<file path="config.mk">
export PLATFORM = sky130hd
export DESIGN_NAME = reconstruction_error_metrics
export DESIGN_NICKNAME = d
export VERILOG_FILES = /design/src/design/rem_pkg.sv /design/src/design/rem_acc.sv /design/src/design/rem_div.sv /design/src/design/rem_sqrt.sv /design/src/design/reconstruction_error_metrics.sv
export SDC_FILE = /design/constraint.sdc
export NUM_CORES = 2
export LEC_CHECK = 0
export BUFFER_PORTS_ARGS = -buffer_cell sky130_fd_sc_hd__buf_2
export CAP_MARGIN = 20
export CORE_MARGIN = 2
export CORE_UTILIZATION = 60
export DETAILED_ROUTE_END_ITERATION = 10
export PLACE_DENSITY_LB_ADDON = 0.05
export RECOVER_POWER = 100
export SLEW_MARGIN = 10
export SYNTH_ARGS = -nofsm -noshare
export SYNTH_HDL_FRONTEND = slang
export SYNTH_HIERARCHICAL = 1
export SYNTH_SLANG_ARGS = --single-unit
</file>
<file path="constraint.sdc">
create_clock -name clk_i -period 14.2 [get_ports clk_i]
set_input_delay 0.71 -clock clk_i [delete_from_list [all_inputs] [get_ports clk_i]]
set_output_delay 0.71 -clock clk_i [all_outputs]
set_load 0.005 [all_outputs]
</file>
<file path="src/design/rem_pkg.sv">
// shared constants and types for the reconstruction error metrics block
`timescale 1ns / 1ps

package rem_pkg;

  // sample and count sizing
  localparam int SAMPLE_BITS = 16;
  localparam int COUNT_BITS  = 20;
  localparam int CNT_W       = COUNT_BITS + 1;

  // accumulator widths
  localparam int PROD_W = 2 * SAMPLE_BITS;
  localparam int SSE_W  = 2 * SAMPLE_BITS + COUNT_BITS + 1;
  localparam int SAE_W  = SAMPLE_BITS + COUNT_BITS + 1;
  localparam int SOS_W  = 2 * SAMPLE_BITS + COUNT_BITS - 1;

  // result widths
  localparam int MSE_W    = 2 * SAMPLE_BITS;
  localparam int MAE_W    = SAMPLE_BITS;
  localparam int REL_BITS = 24;
  localparam int REL_FRAC = 16;
  localparam int REL_SH   = 2 * (REL_BITS - REL_FRAC);

  // shared divider sizing
  localparam int DIV_NUM_W  = SSE_W + 2 * REL_FRAC;
  localparam int DIV_DEN_W  = (SOS_W > CNT_W) ? SOS_W : CNT_W;
  localparam int DIV_STEPS  = DIV_NUM_W;
  localparam int DIV_CNT_W  = $clog2(DIV_STEPS + 1);

  // square root sizing
  localparam int SQRT_IN_W  = 2 * REL_BITS;
  localparam int SQRT_REM_W = REL_BITS + 2;
  localparam int SQRT_STEPS = REL_BITS;
  localparam int SQRT_CNT_W = $clog2(SQRT_STEPS + 1);

  // saturation limits
  localparam logic [CNT_W-1:0] CNT_CAP = {1'b1, {COUNT_BITS{1'b0}}};
  localparam logic [MSE_W-1:0] MSE_CAP =
    {{(SAMPLE_BITS - 1){1'b1}}, {SAMPLE_BITS{1'b0}}, 1'b1};
  localparam logic [MAE_W-1:0] MAE_CAP = {MAE_W{1'b1}};

  // accumulator commands from the sequencer
  typedef struct packed {
    logic mul_err;
    logic add_err;
    logic add_orig;
    logic clear;
  } acc_ctrl_t;

  // running per-tensor totals
  typedef struct packed {
    logic [CNT_W-1:0]       cnt;
    logic [SSE_W-1:0]       sse;
    logic [SAE_W-1:0]       sae;
    logic [SOS_W-1:0]       sos;
    logic [SAMPLE_BITS-1:0] max_err;
    logic [CNT_W-1:0]       zero_orig;
    logic [CNT_W-1:0]       zero_recon;
  } acc_t;

  // status of an iterative unit
  typedef struct packed {
    logic busy;
    logic done;
  } unit_sts_t;

endpackage

</file>
<file path="src/design/rem_acc.sv">
// per-pair accumulators around one shared squaring multiplier
`timescale 1ns / 1ps

module rem_acc (
  input  logic                                 clk_i,
  input  logic                                 rst_ni,
  input  rem_pkg::acc_ctrl_t                   ctrl_i,
  input  logic [rem_pkg::SAMPLE_BITS-1:0]      orig_i,
  input  logic [rem_pkg::SAMPLE_BITS-1:0]      recon_i,
  output rem_pkg::acc_t                        acc_o
);

  localparam int SW = rem_pkg::SAMPLE_BITS;

  logic [SW:0]                 diff;
  logic [SW:0]                 diff_abs;
  logic [SW:0]                 orig_abs;
  logic [SW-1:0]               err;
  logic [SW-1:0]               mul_a;
  logic [rem_pkg::PROD_W-1:0]  prod_q;
  logic [rem_pkg::SSE_W:0]     sse_sum;
  logic [rem_pkg::SAE_W:0]     sae_sum;
  logic [rem_pkg::SOS_W:0]     sos_sum;
  rem_pkg::acc_t               acc_q, acc_d;

  // sign-extended difference and magnitudes
  assign diff     = {orig_i[SW-1], orig_i} - {recon_i[SW-1], recon_i};
  assign diff_abs = diff[SW] ? (~diff + 1'b1) : diff;
  assign orig_abs = orig_i[SW-1] ? (~{orig_i[SW-1], orig_i} + 1'b1) : {orig_i[SW-1], orig_i};
  assign err      = diff_abs[SW-1:0];

  // error squared first, then original squared
  assign mul_a = ctrl_i.add_err ? orig_abs[SW-1:0] : err;

  always_ff @(posedge clk_i) begin
    if (ctrl_i.mul_err || ctrl_i.add_err) begin
      prod_q <= mul_a * mul_a;
    end
  end

  assign sse_sum = {1'b0, acc_q.sse} + (rem_pkg::SSE_W + 1)'(prod_q);
  assign sae_sum = {1'b0, acc_q.sae} + (rem_pkg::SAE_W + 1)'(err);
  assign sos_sum = {1'b0, acc_q.sos} + (rem_pkg::SOS_W + 1)'(prod_q);

  always_comb begin
    acc_d = acc_q;
    if (ctrl_i.clear) begin
      acc_d = '0;
    end else if (ctrl_i.add_err) begin
      acc_d.sse = sse_sum[rem_pkg::SSE_W] ? '1 : sse_sum[rem_pkg::SSE_W-1:0];
      acc_d.sae = sae_sum[rem_pkg::SAE_W] ? '1 : sae_sum[rem_pkg::SAE_W-1:0];
      if (acc_q.cnt != rem_pkg::CNT_CAP) begin
        acc_d.cnt = acc_q.cnt + rem_pkg::CNT_W'(1);
      end
      if (orig_i == '0 && acc_q.zero_orig != rem_pkg::CNT_CAP) begin
        acc_d.zero_orig = acc_q.zero_orig + rem_pkg::CNT_W'(1);
      end
      if (recon_i == '0 && acc_q.zero_recon != rem_pkg::CNT_CAP) begin
        acc_d.zero_recon = acc_q.zero_recon + rem_pkg::CNT_W'(1);
      end
      if (err > acc_q.max_err) begin
        acc_d.max_err = err;
      end
    end else if (ctrl_i.add_orig) begin
      acc_d.sos = sos_sum[rem_pkg::SOS_W] ? '1 : sos_sum[rem_pkg::SOS_W-1:0];
    end
  end

  always_ff @(posedge clk_i or negedge rst_ni) begin
    if (!rst_ni) begin
      acc_q <= '0;
    end else begin
      acc_q <= acc_d;
    end
  end

  assign acc_o = acc_q;

endmodule

</file>
<file path="src/design/rem_div.sv">
// shared restoring divider, one quotient bit per cycle
`timescale 1ns / 1ps

module rem_div (
  input  logic                               clk_i,
  input  logic                               rst_ni,
  input  logic                               start_i,
  input  logic [rem_pkg::DIV_NUM_W-1:0]      num_i,
  input  logic [rem_pkg::DIV_DEN_W-1:0]      den_i,
  output rem_pkg::unit_sts_t                 sts_o,
  output logic [rem_pkg::DIV_NUM_W-1:0]      quo_o
);

  localparam int NW = rem_pkg::DIV_NUM_W;
  localparam int DW = rem_pkg::DIV_DEN_W;

  logic [DW-1:0]                 den_q;
  logic [DW-1:0]                 rem_q;
  logic [NW-1:0]                 num_q;
  logic [rem_pkg::DIV_CNT_W-1:0] cnt_q;
  logic                          busy_q;
  logic                          done_q;
  logic [DW:0]                   rem_sh;
  logic [DW:0]                   rem_sub;
  logic                          fits;

  assign rem_sh  = {rem_q, num_q[NW-1]};
  assign rem_sub = rem_sh - {1'b0, den_q};
  assign fits    = rem_sh >= {1'b0, den_q};

  // control
  always_ff @(posedge clk_i or negedge rst_ni) begin
    if (!rst_ni) begin
      busy_q <= 1'b0;
      done_q <= 1'b0;
      cnt_q  <= '0;
    end else begin
      done_q <= 1'b0;
      if (start_i) begin
        busy_q <= 1'b1;
        cnt_q  <= rem_pkg::DIV_CNT_W'(rem_pkg::DIV_STEPS);
      end else if (busy_q) begin
        cnt_q <= cnt_q - 1'b1;
        if (cnt_q == rem_pkg::DIV_CNT_W'(1)) begin
          busy_q <= 1'b0;
          done_q <= 1'b1;
        end
      end
    end
  end

  // datapath, quotient bits shift in behind the dividend
  always_ff @(posedge clk_i) begin
    if (start_i) begin
      den_q <= den_i;
      num_q <= num_i;
      rem_q <= '0;
    end else if (busy_q) begin
      rem_q <= fits ? rem_sub[DW-1:0] : rem_sh[DW-1:0];
      num_q <= {num_q[NW-2:0], fits};
    end
  end

  assign sts_o.busy = busy_q;
  assign sts_o.done = done_q;
  assign quo_o      = num_q;

endmodule

</file>
<file path="src/design/rem_sqrt.sv">
// digit-by-digit integer square root, one root bit per cycle
`timescale 1ns / 1ps

module rem_sqrt (
  input  logic                               clk_i,
  input  logic                               rst_ni,
  input  logic                               start_i,
  input  logic [rem_pkg::SQRT_IN_W-1:0]      rad_i,
  output rem_pkg::unit_sts_t                 sts_o,
  output logic [rem_pkg::REL_BITS-1:0]       root_o
);

  localparam int IW = rem_pkg::SQRT_IN_W;
  localparam int RW = rem_pkg::SQRT_REM_W;
  localparam int QW = rem_pkg::REL_BITS;

  logic [IW-1:0]                  rad_q;
  logic [RW-1:0]                  rem_q;
  logic [QW-1:0]                  root_q;
  logic [rem_pkg::SQRT_CNT_W-1:0] cnt_q;
  logic                           busy_q;
  logic                           done_q;
  logic [RW+1:0]                  rem_sh;
  logic [RW+1:0]                  trial;
  logic [RW+1:0]                  rem_sub;
  logic                           fits;

  assign rem_sh  = {rem_q, rad_q[IW-1:IW-2]};
  assign trial   = (RW + 2)'({root_q, 2'b01});
  assign rem_sub = rem_sh - trial;
  assign fits    = rem_sh >= trial;

  always_ff @(posedge clk_i or negedge rst_ni) begin
    if (!rst_ni) begin
      busy_q <= 1'b0;
      done_q <= 1'b0;
      cnt_q  <= '0;
    end else begin
      done_q <= 1'b0;
      if (start_i) begin
        busy_q <= 1'b1;
        cnt_q  <= rem_pkg::SQRT_CNT_W'(rem_pkg::SQRT_STEPS);
      end else if (busy_q) begin
        cnt_q <= cnt_q - 1'b1;
        if (cnt_q == rem_pkg::SQRT_CNT_W'(1)) begin
          busy_q <= 1'b0;
          done_q <= 1'b1;
        end
      end
    end
  end

  always_ff @(posedge clk_i) begin
    if (start_i) begin
      rad_q  <= rad_i;
      rem_q  <= '0;
      root_q <= '0;
    end else if (busy_q) begin
      rad_q  <= {rad_q[IW-3:0], 2'b00};
      rem_q  <= fits ? rem_sub[RW-1:0] : rem_sh[RW-1:0];
      root_q <= {root_q[QW-2:0], fits};
    end
  end

  assign sts_o.busy = busy_q;
  assign sts_o.done = done_q;
  assign root_o     = root_q;

endmodule

</file>
<file path="src/design/reconstruction_error_metrics.sv">
// top level: sequencer, result registers and output handshake for error metrics
`timescale 1ns / 1ps

// Reconstruction error metrics over one tensor. Each transaction on the input
// carries an original and a reconstructed signed 16-bit sample and a last flag.
// A pair that is not last runs the accept cycle, then two squarings through a
// single shared 16x16 multiplier (error squared, then original squared), each
// registered and added into saturating accumulators. A last pair then runs the
// final arithmetic on two bit-serial units: a shared restoring divider (used
// for the mean squared error, the mean absolute error and sse*2^32/sos) and a
// square root unit. The divide and root for the relative error are skipped
// when sos is zero or the ratio saturates. in_stall_o stays high from the
// accept until the result is loaded. The result sits in an output register,
// so a new tensor can start while the previous result still waits on
// out_stall_i. All accumulators clear when the result is loaded.

module reconstruction_error_metrics (
  input  logic                                clk_i,
  input  logic                                rst_ni,
  // input channel
  input  logic                                in_valid_i,
  output logic                                in_stall_o,
  input  logic signed [rem_pkg::SAMPLE_BITS-1:0] orig_sample_i,
  input  logic signed [rem_pkg::SAMPLE_BITS-1:0] recon_sample_i,
  input  logic                                last_i,
  // result channel
  output logic                                out_valid_o,
  input  logic                                out_stall_i,
  output logic [rem_pkg::MSE_W-1:0]           mean_sq_error_o,
  output logic [rem_pkg::MAE_W-1:0]           mean_abs_error_o,
  output logic [rem_pkg::SAMPLE_BITS-1:0]     max_abs_error_o,
  output logic [rem_pkg::REL_BITS-1:0]        rel_rms_error_o,
  output logic [rem_pkg::CNT_W-1:0]           element_total_o,
  output logic [rem_pkg::CNT_W-1:0]           zeros_in_original_o,
  output logic [rem_pkg::CNT_W-1:0]           zeros_in_recon_o
);

  // sequencer states, one-hot
  typedef enum logic [9:0] {
    S_IDLE    = 10'b00_0000_0001,
    S_MUL_E   = 10'b00_0000_0010,
    S_ADD_E   = 10'b00_0000_0100,
    S_ADD_O   = 10'b00_0000_1000,
    S_DIV_MSE = 10'b00_0001_0000,
    S_DIV_MAE = 10'b00_0010_0000,
    S_REL_CHK = 10'b00_0100_0000,
    S_DIV_REL = 10'b00_1000_0000,
    S_SQRT    = 10'b01_0000_0000,
    S_OUT     = 10'b10_0000_0000
  } state_e;

  state_e state_q, state_d;

  // captured transaction
  logic [rem_pkg::SAMPLE_BITS-1:0] orig_q;
  logic [rem_pkg::SAMPLE_BITS-1:0] recon_q;
  logic                            last_q;
  logic                            in_accept;

  // accumulators
  rem_pkg::acc_ctrl_t acc_ctrl;
  rem_pkg::acc_t      acc;

  // shared divider and root unit
  logic                              div_start;
  logic [rem_pkg::DIV_NUM_W-1:0]     div_num;
  logic [rem_pkg::DIV_DEN_W-1:0]     div_den;
  rem_pkg::unit_sts_t                div_sts;
  logic [rem_pkg::DIV_NUM_W-1:0]     div_quo;
  logic                              sqrt_start;
  rem_pkg::unit_sts_t                sqrt_sts;
  logic [rem_pkg::REL_BITS-1:0]      sqrt_root;

  // intermediate results
  logic [rem_pkg::MSE_W-1:0]    mse_q;
  logic [rem_pkg::MAE_W-1:0]    mae_q;
  logic [rem_pkg::REL_BITS-1:0] rel_q;
  logic                         sos_zero;
  logic                         rel_sat;
  logic [rem_pkg::SSE_W-1:0]    sse_hi;

  // output register
  logic out_valid_q;
  logic out_free;
  logic out_load;

  assign in_stall_o = (state_q != S_IDLE);
  assign in_accept  = in_valid_i && !in_stall_o;
  assign out_free   = !out_valid_q || !out_stall_i;
  assign out_load   = (state_q == S_OUT) && out_free;

  always_ff @(posedge clk_i) begin
    if (in_accept) begin
      orig_q  <= orig_sample_i;
      recon_q <= recon_sample_i;
      last_q  <= last_i;
    end
  end

  // relative error special cases: no original energy, or an rms ratio of 256 or more
  assign sse_hi   = acc.sse >> rem_pkg::REL_SH;
  assign sos_zero = (acc.sos == '0);
  assign rel_sat  = sse_hi >= rem_pkg::SSE_W'(acc.sos);

  // sequencer
  always_comb begin
    state_d = state_q;
    unique case (state_q)
      S_IDLE: begin
        if (in_accept) state_d = S_MUL_E;
      end
      S_MUL_E: state_d = S_ADD_E;
      S_ADD_E: state_d = S_ADD_O;
      S_ADD_O: state_d = last_q ? S_DIV_MSE : S_IDLE;
      S_DIV_MSE: begin
        if (div_sts.done) state_d = S_DIV_MAE;
      end
      S_DIV_MAE: begin
        if (div_sts.done) state_d = S_REL_CHK;
      end
      S_REL_CHK: state_d = (sos_zero || rel_sat) ? S_OUT : S_DIV_REL;
      S_DIV_REL: begin
        if (div_sts.done) state_d = S_SQRT;
      end
      S_SQRT: begin
        if (sqrt_sts.done) state_d = S_OUT;
      end
      S_OUT: begin
        if (out_free) state_d = S_IDLE;
      end
      default: state_d = S_IDLE;
    endcase
  end

  always_ff @(posedge clk_i or negedge rst_ni) begin
    if (!rst_ni) begin
      state_q <= S_IDLE;
    end else begin
      state_q <= state_d;
    end
  end

  // accumulator commands
  always_comb begin
    acc_ctrl          = '0;
    acc_ctrl.mul_err  = (state_q == S_MUL_E);
    acc_ctrl.add_err  = (state_q == S_ADD_E);
    acc_ctrl.add_orig = (state_q == S_ADD_O);
    acc_ctrl.clear    = out_load;
  end

  // divider operand selection: sse/count, sae/count, then sse*2^32/sos
  always_comb begin
    div_start = 1'b0;
    div_num   = rem_pkg::DIV_NUM_W'(acc.sse);
    div_den   = rem_pkg::DIV_DEN_W'(acc.cnt);
    unique case (state_q)
      S_ADD_O: begin
        div_start = last_q;
      end
      S_DIV_MSE: begin
        div_start = div_sts.done;
        div_num   = rem_pkg::DIV_NUM_W'(acc.sae);
      end
      S_REL_CHK: begin
        div_start = !(sos_zero || rel_sat);
        div_num   = {acc.sse, {(2 * rem_pkg::REL_FRAC){1'b0}}};
        div_den   = rem_pkg::DIV_DEN_W'(acc.sos);
      end
      default: begin
        div_start = 1'b0;
      end
    endcase
  end

  assign sqrt_start = (state_q == S_DIV_REL) && div_sts.done;

  // capture results as the units finish, saturating the means
  always_ff @(posedge clk_i) begin
    if (state_q == S_DIV_MSE && div_sts.done) begin
      mse_q <= (div_quo > rem_pkg::DIV_NUM_W'(rem_pkg::MSE_CAP)) ?
               rem_pkg::MSE_CAP : div_quo[rem_pkg::MSE_W-1:0];
    end
    if (state_q == S_DIV_MAE && div_sts.done) begin
      mae_q <= (div_quo > rem_pkg::DIV_NUM_W'(rem_pkg::MAE_CAP)) ?
               rem_pkg::MAE_CAP : div_quo[rem_pkg::MAE_W-1:0];
    end
    if (state_q == S_REL_CHK) begin
      rel_q <= sos_zero ? '0 : '1;
    end
    if (state_q == S_SQRT && sqrt_sts.done) begin
      rel_q <= sqrt_root;
    end
  end

  // output register holds while stalled
  always_ff @(posedge clk_i or negedge rst_ni) begin
    if (!rst_ni) begin
      out_valid_q <= 1'b0;
    end else if (out_load) begin
      out_valid_q <= 1'b1;
    end else if (out_valid_q && !out_stall_i) begin
      out_valid_q <= 1'b0;
    end
  end

  always_ff @(posedge clk_i) begin
    if (out_load) begin
      mean_sq_error_o     <= mse_q;
      mean_abs_error_o    <= mae_q;
      max_abs_error_o     <= acc.max_err;
      rel_rms_error_o     <= rel_q;
      element_total_o     <= acc.cnt;
      zeros_in_original_o <= acc.zero_orig;
      zeros_in_recon_o    <= acc.zero_recon;
    end
  end

  assign out_valid_o = out_valid_q;

  rem_acc u_acc (
    .clk_i   (clk_i),
    .rst_ni  (rst_ni),
    .ctrl_i  (acc_ctrl),
    .orig_i  (orig_q),
    .recon_i (recon_q),
    .acc_o   (acc)
  );

  rem_div u_div (
    .clk_i   (clk_i),
    .rst_ni  (rst_ni),
    .start_i (div_start),
    .num_i   (div_num),
    .den_i   (div_den),
    .sts_o   (div_sts),
    .quo_o   (div_quo)
  );

  rem_sqrt u_sqrt (
    .clk_i   (clk_i),
    .rst_ni  (rst_ni),
    .start_i (sqrt_start),
    .rad_i   (div_quo[rem_pkg::SQRT_IN_W-1:0]),
    .sts_o   (sqrt_sts),
    .root_o  (sqrt_root)
  );

endmodule
</file>
== Yosys cells after proc, flatten, opt, wreduce, memory -nomap -nowiden ==
Index checks and enable logic that the tools add are counted.
Widths: inputs -> output; s select.

* Add/sub/neg operators: 13
* $mul: 1
* Divide/modulo/power cells: 0
* Magnitude comparators: 6
* Eq/ne operators: 23
* Shifts and indexed selects: 0
* Multiplexer cells: 54
* Bitwise operators: 2
* Reduce and logical (&&, ||, !) cells: 35

{| class="wikitable"
|+ Operator list
! cell !! count
|-
| $mux 220 || 1
|-
| $mux 51 || 4
|-
| $mux 85 || 2
|-
| $pmux 85 s2 || 1
|-
| $mux 111 || 1
|-
| $pmux 10 s10 || 1
|-
| $mux 48 || 2
|-
| $gt 85x16->1 const B || 1
|-
| $gt 85x32->1 const B || 1
|-
| $mux 21 || 4
|-
| $mux 24 || 3
|-
| $mux 10 || 7
|-
| $mux 16 || 4
|-
| $add 21x1->21 const B || 3
|-
| $ne 21x21->1 const B || 3
|-
| $mux 58 || 1
|-
| $add 53x32->54 || 1
|-
| $mux 53 || 1
|-
| $add 51x32->52 || 1
|-
| $ge 52x51->1 || 1
|-
| $ge 37x51->1 || 1
|-
| $logic_not 51->1 || 1
|-
| $sub 51x51->51 || 1
|-
| $add 37x16->38 || 1
|-
| other kinds (37) || 87
|}

* Register bits: 820
* Bits in latches: 0
* RAM bits: 0
* ROM bits: 0
* Input port bits: 37
* Output and inout bits: 153
* Logic and storage cells: 170
* Memories kept: 0

== Longest topological paths before layout ==
* Depth after elaboration: 8
* Mapped depth: 38

== Modules after synthesis ==
The synthesis kept the hierarchy.

{| class="wikitable"
|+ Modules (own cells, without submodules)
! module !! times used !! cells each !! area each (um2)
|-
| rem_acc || 1 || 2,736 || 24,264.5
|-
| reconstruction_error_metrics || 1 || 880 || 11,539.8
|-
| rem_div || 1 || 1,074 || 11,225.8
|-
| rem_sqrt || 1 || 548 || 5,681.7
|}

== Least setup slack after synthesis ==
No wires, ideal clock.

* Kind: flip-flop to flip-flop
* From: register state_q[7]
* To: register u_acc.acc_q, in the netlist u_acc/acc_o[217]
* Library setup time: 0.132 ns
* Arrival time: 10.627 ns
* Required time: 14.068 ns
* Path slack: 3.441 ns
* Cell stages (with the launch flop): 18
* Buffers on the path: 3
* Cell sequence: dfrtp_1 buf_4 nor3_1 nand2b_1 nor2_1 nand3b_1 a21oi_1 clkbuf_1 clkinv_1 nand3_1 nor4_1 a21o_1 or2_2 clkbuf_1 nor4_1 nand3_1 xor2_1 nor2_1

{| class="wikitable"
|+ RTL lines
! what !! RTL line !! text
|-
| start, declared || reconstruction_error_metrics.sv:52 || <nowiki>state_e state_q, state_d;</nowiki>
|-
| start signal, assigned || reconstruction_error_metrics.sv:139 || <nowiki>state_q <= state_d;</nowiki>
|-
| end signal, assigned || rem_acc.sv:71 || <nowiki>acc_q <= '0;</nowiki>
|-
| end signal, assigned || rem_acc.sv:73 || <nowiki>acc_q <= acc_d;</nowiki>
|-
| end, declared || rem_acc.sv:24 || <nowiki>rem_pkg::acc_t acc_q, acc_d;</nowiki>
|}

==> flow_summary.json <==
{
  "worst_slew_pin_slew_ns": 4.52,
  "synth.avg_cell_area_sq_um": 10.1,
  "slowest_stage": "clkbuf_1",
  "drcViolationCount": 0,
  "finClkSkew_ns": 0.0423,
  "dp.cells": 6412,
  "reg2reg_from": "state_q[4]",
  "post_cts_buffers": 0,
  "endpoint_kind": "register",
  "cpMostUsedCell": "fa_1",
  "min_period_ns": 11.56,
  "insertedDiodeCount": 0,
  "clk_latency_ns": 0.68,
  "grt_pass1_wl_um": 217000,
  "cts_sinks": 819,
  "crit_type": "reg -> reg",
  "finalWirelength_um": 137000,
  "area_growth_pct": 8.45,
  "vias_per_cell": 6.07,
  "cts_max_level": 3,
  "min_path_type": "in -> reg",
  "finalSetupTns_ns": 0,
  "grt_usage": 0.304,
  "ys_warn_count": 6,
  "antenna_found_initial": 0,
  "cts_buffers": 87,
  "clock_tree.root_cell": "clkbuf_16",
  "io_buffers": 189,
  "outcome": "complete, but fails checks",
  "die_h_um": 300,
  "postRouteAntennaNets": 0,
  "grt_use_met2": 0.500,
  "netlist_instances": 5236,
  "clk_path_buf_depth": 3,
  "setup.worst_path.start": "state_q[4]",
  "die-area_sq_um": 90200,
  "start_util": 0.606,
  "synth_area_sq_um": 52700,
  "grt.busiest_layer": "met2",
  "met3_usage": 0.0410,
  "clock.fmax_mhz": 86.5,
  "cts_tree": "built",
  "rows": 108,
  "critPathTopFamily": "buffers and inverters",
  "io_pins": 190,
  "maxSlewViolCount": 1483,
  "final.period_utilization": 0.814,
  "coreArea_sq_um": 86900,
  "stdcell_count": 6578,
  "num_vias": 39900,
  "grt_max_degree": 88,
  "path_clk_slew_ns": 0.06,
  "critPathMaxStageDelay_ns": 1.83,
  "cp.required_ns": 14.61,
  "syn-num-nets": 5774,
  "worstPathArrival_ns": 11.97,
  "rsz0062_at_grt": "false",
  "drive_above_1_share": 0.0889,
  "dieWidth_um": 300,
  "hp-start": "recon_sample_i[15]",
  "slew_headroom": -2.01,
  "cts_hold_buf": 0,
  "drt_iter0_drc": 3242,
  "crit_path_start_kind": "register",
  "finalHoldViolCount": 0,
  "setup-violations-final": 0,
  "violations": "max-capacitance violations, max-slew violations",
  "drt_pre_antenna_iters": 5,
  "use_met1": 0.408,
  "post_drt_wl_per_cell_um": 20.8,
  "grt_pass1_vias": 38900,
  "cts_resized": 0,
  "cap_violations": 28,
  "grt_overflow": 0,
  "crit_fanout": 43,
  "dp_hpwl_um": 101000,
  "crit_buf_inv": 6,
  "place.gp.congestion": 0.944,
  "nNetsFinal": 5888
}
==> through the flow <==
| stage | area (sq um) | hold slack [ns] | setup slack, ns | util |
|---|---|---|---|---|
| finish | 57200 | 0.223 | 2.64 | 0.658 |
| global route | 57200 | 0.196 | 1.90 | 0.658 |
| floorplan | 52700 | 0.400 | 3.44 | - |
| global placement | 54600 | 0.402 | 4.17 | 0.628 |
| detailed placement | 54600 | 0.405 | 3.97 | 0.628 |
| CTS | 57500 | 0.0466 | 3.92 | 0.661 |
==> registers in the layout, summed over array words and instances (netlist names), 7 cells and up <==
register,flops
mean_abs_error_o,16
rel_rms_error_o,24
u_acc/prod_q,31
u_div/den_q,51
u_div/cnt_q,7
mean_sq_error_o,32
u_acc/acc_o,220
rel_q,24
recon_q,16
element_total_o,21
u_sqrt/rad_q,48
u_div/rem_q,51
u_sqrt/root_o,24
state_q,10
u_sqrt/rem_q,26
zeros_in_recon_o,21
u_div/quo_o,85
zeros_in_original_o,21
max_abs_error_o,16
mse_q,32
orig_q,16
mae_q,16
==> layout make-up <==
type                            instances  area, sq um
Fill cell                            7056        29700
Multi-Input combinational cell       3736        27600
Sequential cell                       819        22400
Clock buffer                          108         2400
Inverter                              467         1750
Tap cell                             1155         1450
Timing Repair Buffer                  239         1100
Clock inverter                         54          493
==> worst reg2reg max path: cells and delay by family (launching register included) <==
kind	cells	cell delay, ns
adders and majority gates	7	3.51
and+or+nand+nor	6	1.40
AOI/OAI and AO/OA	8	1.73
buffers and inverters	6	4.05
DFF	1	0.52
xor gates and xnor gates	1	0.08
==> cell usage in the layout (no fill, tap or decap), types with 18 or more instances in the layout <==
cell type,n
nand4_1,71
a21o_1,97
nand3_1,126
and2_0,30
nor3_1,91
dfrtp_1,244
dfxtp_1,101
fa_1,167
nor4_1,67
and4_1,22
a21oi_1,263
nor2_1,491
o31ai_1,20
buf_2,104
nor2b_1,31
clkinv_1,18
o21a_1,65
mux2i_1,58
edfxtp_1,471
mux2_2,132
o211ai_1,23
a311oi_1,56
clkbuf_16,91
and2_1,59
nand2_1,448
and3_1,53
nand2b_1,63
ha_1,334
clkbuf_1,124
o21ai_0,207
clkinv_2,25
a211oi_1,73
xor2_1,113
o22ai_1,20
o21bai_1,39
or3_1,44
xnor2_1,143
inv_1,456
buf_4,19
a31oi_1,50
==> worst paths after layout <==
kind	to	slack (ns)	cells after the start
setup / recovery	u_acc/prod_q[29]	2.64	28
min in group asynchronous	u_acc/acc_o[211]	1.65	1
max in group asynchronous	u_acc/acc_o[118]	4.40	3
hold / removal	recon_q[15]	0.22	1
hold reg to reg	mean_sq_error_o[5]	0.40	0
setup reg to reg	u_acc/prod_q[29]	2.64	28
==> routing by layer <==
metal,wire [um],part of all wire
met1,58100,0.42
met2,65700,0.48
met3,7500,0.055
met4,5710,0.042
met5,0,0
Power is left out: the tool's default activity adds up to more than one toggle a clock period on the data nets, which glitch-free logic cannot reach.
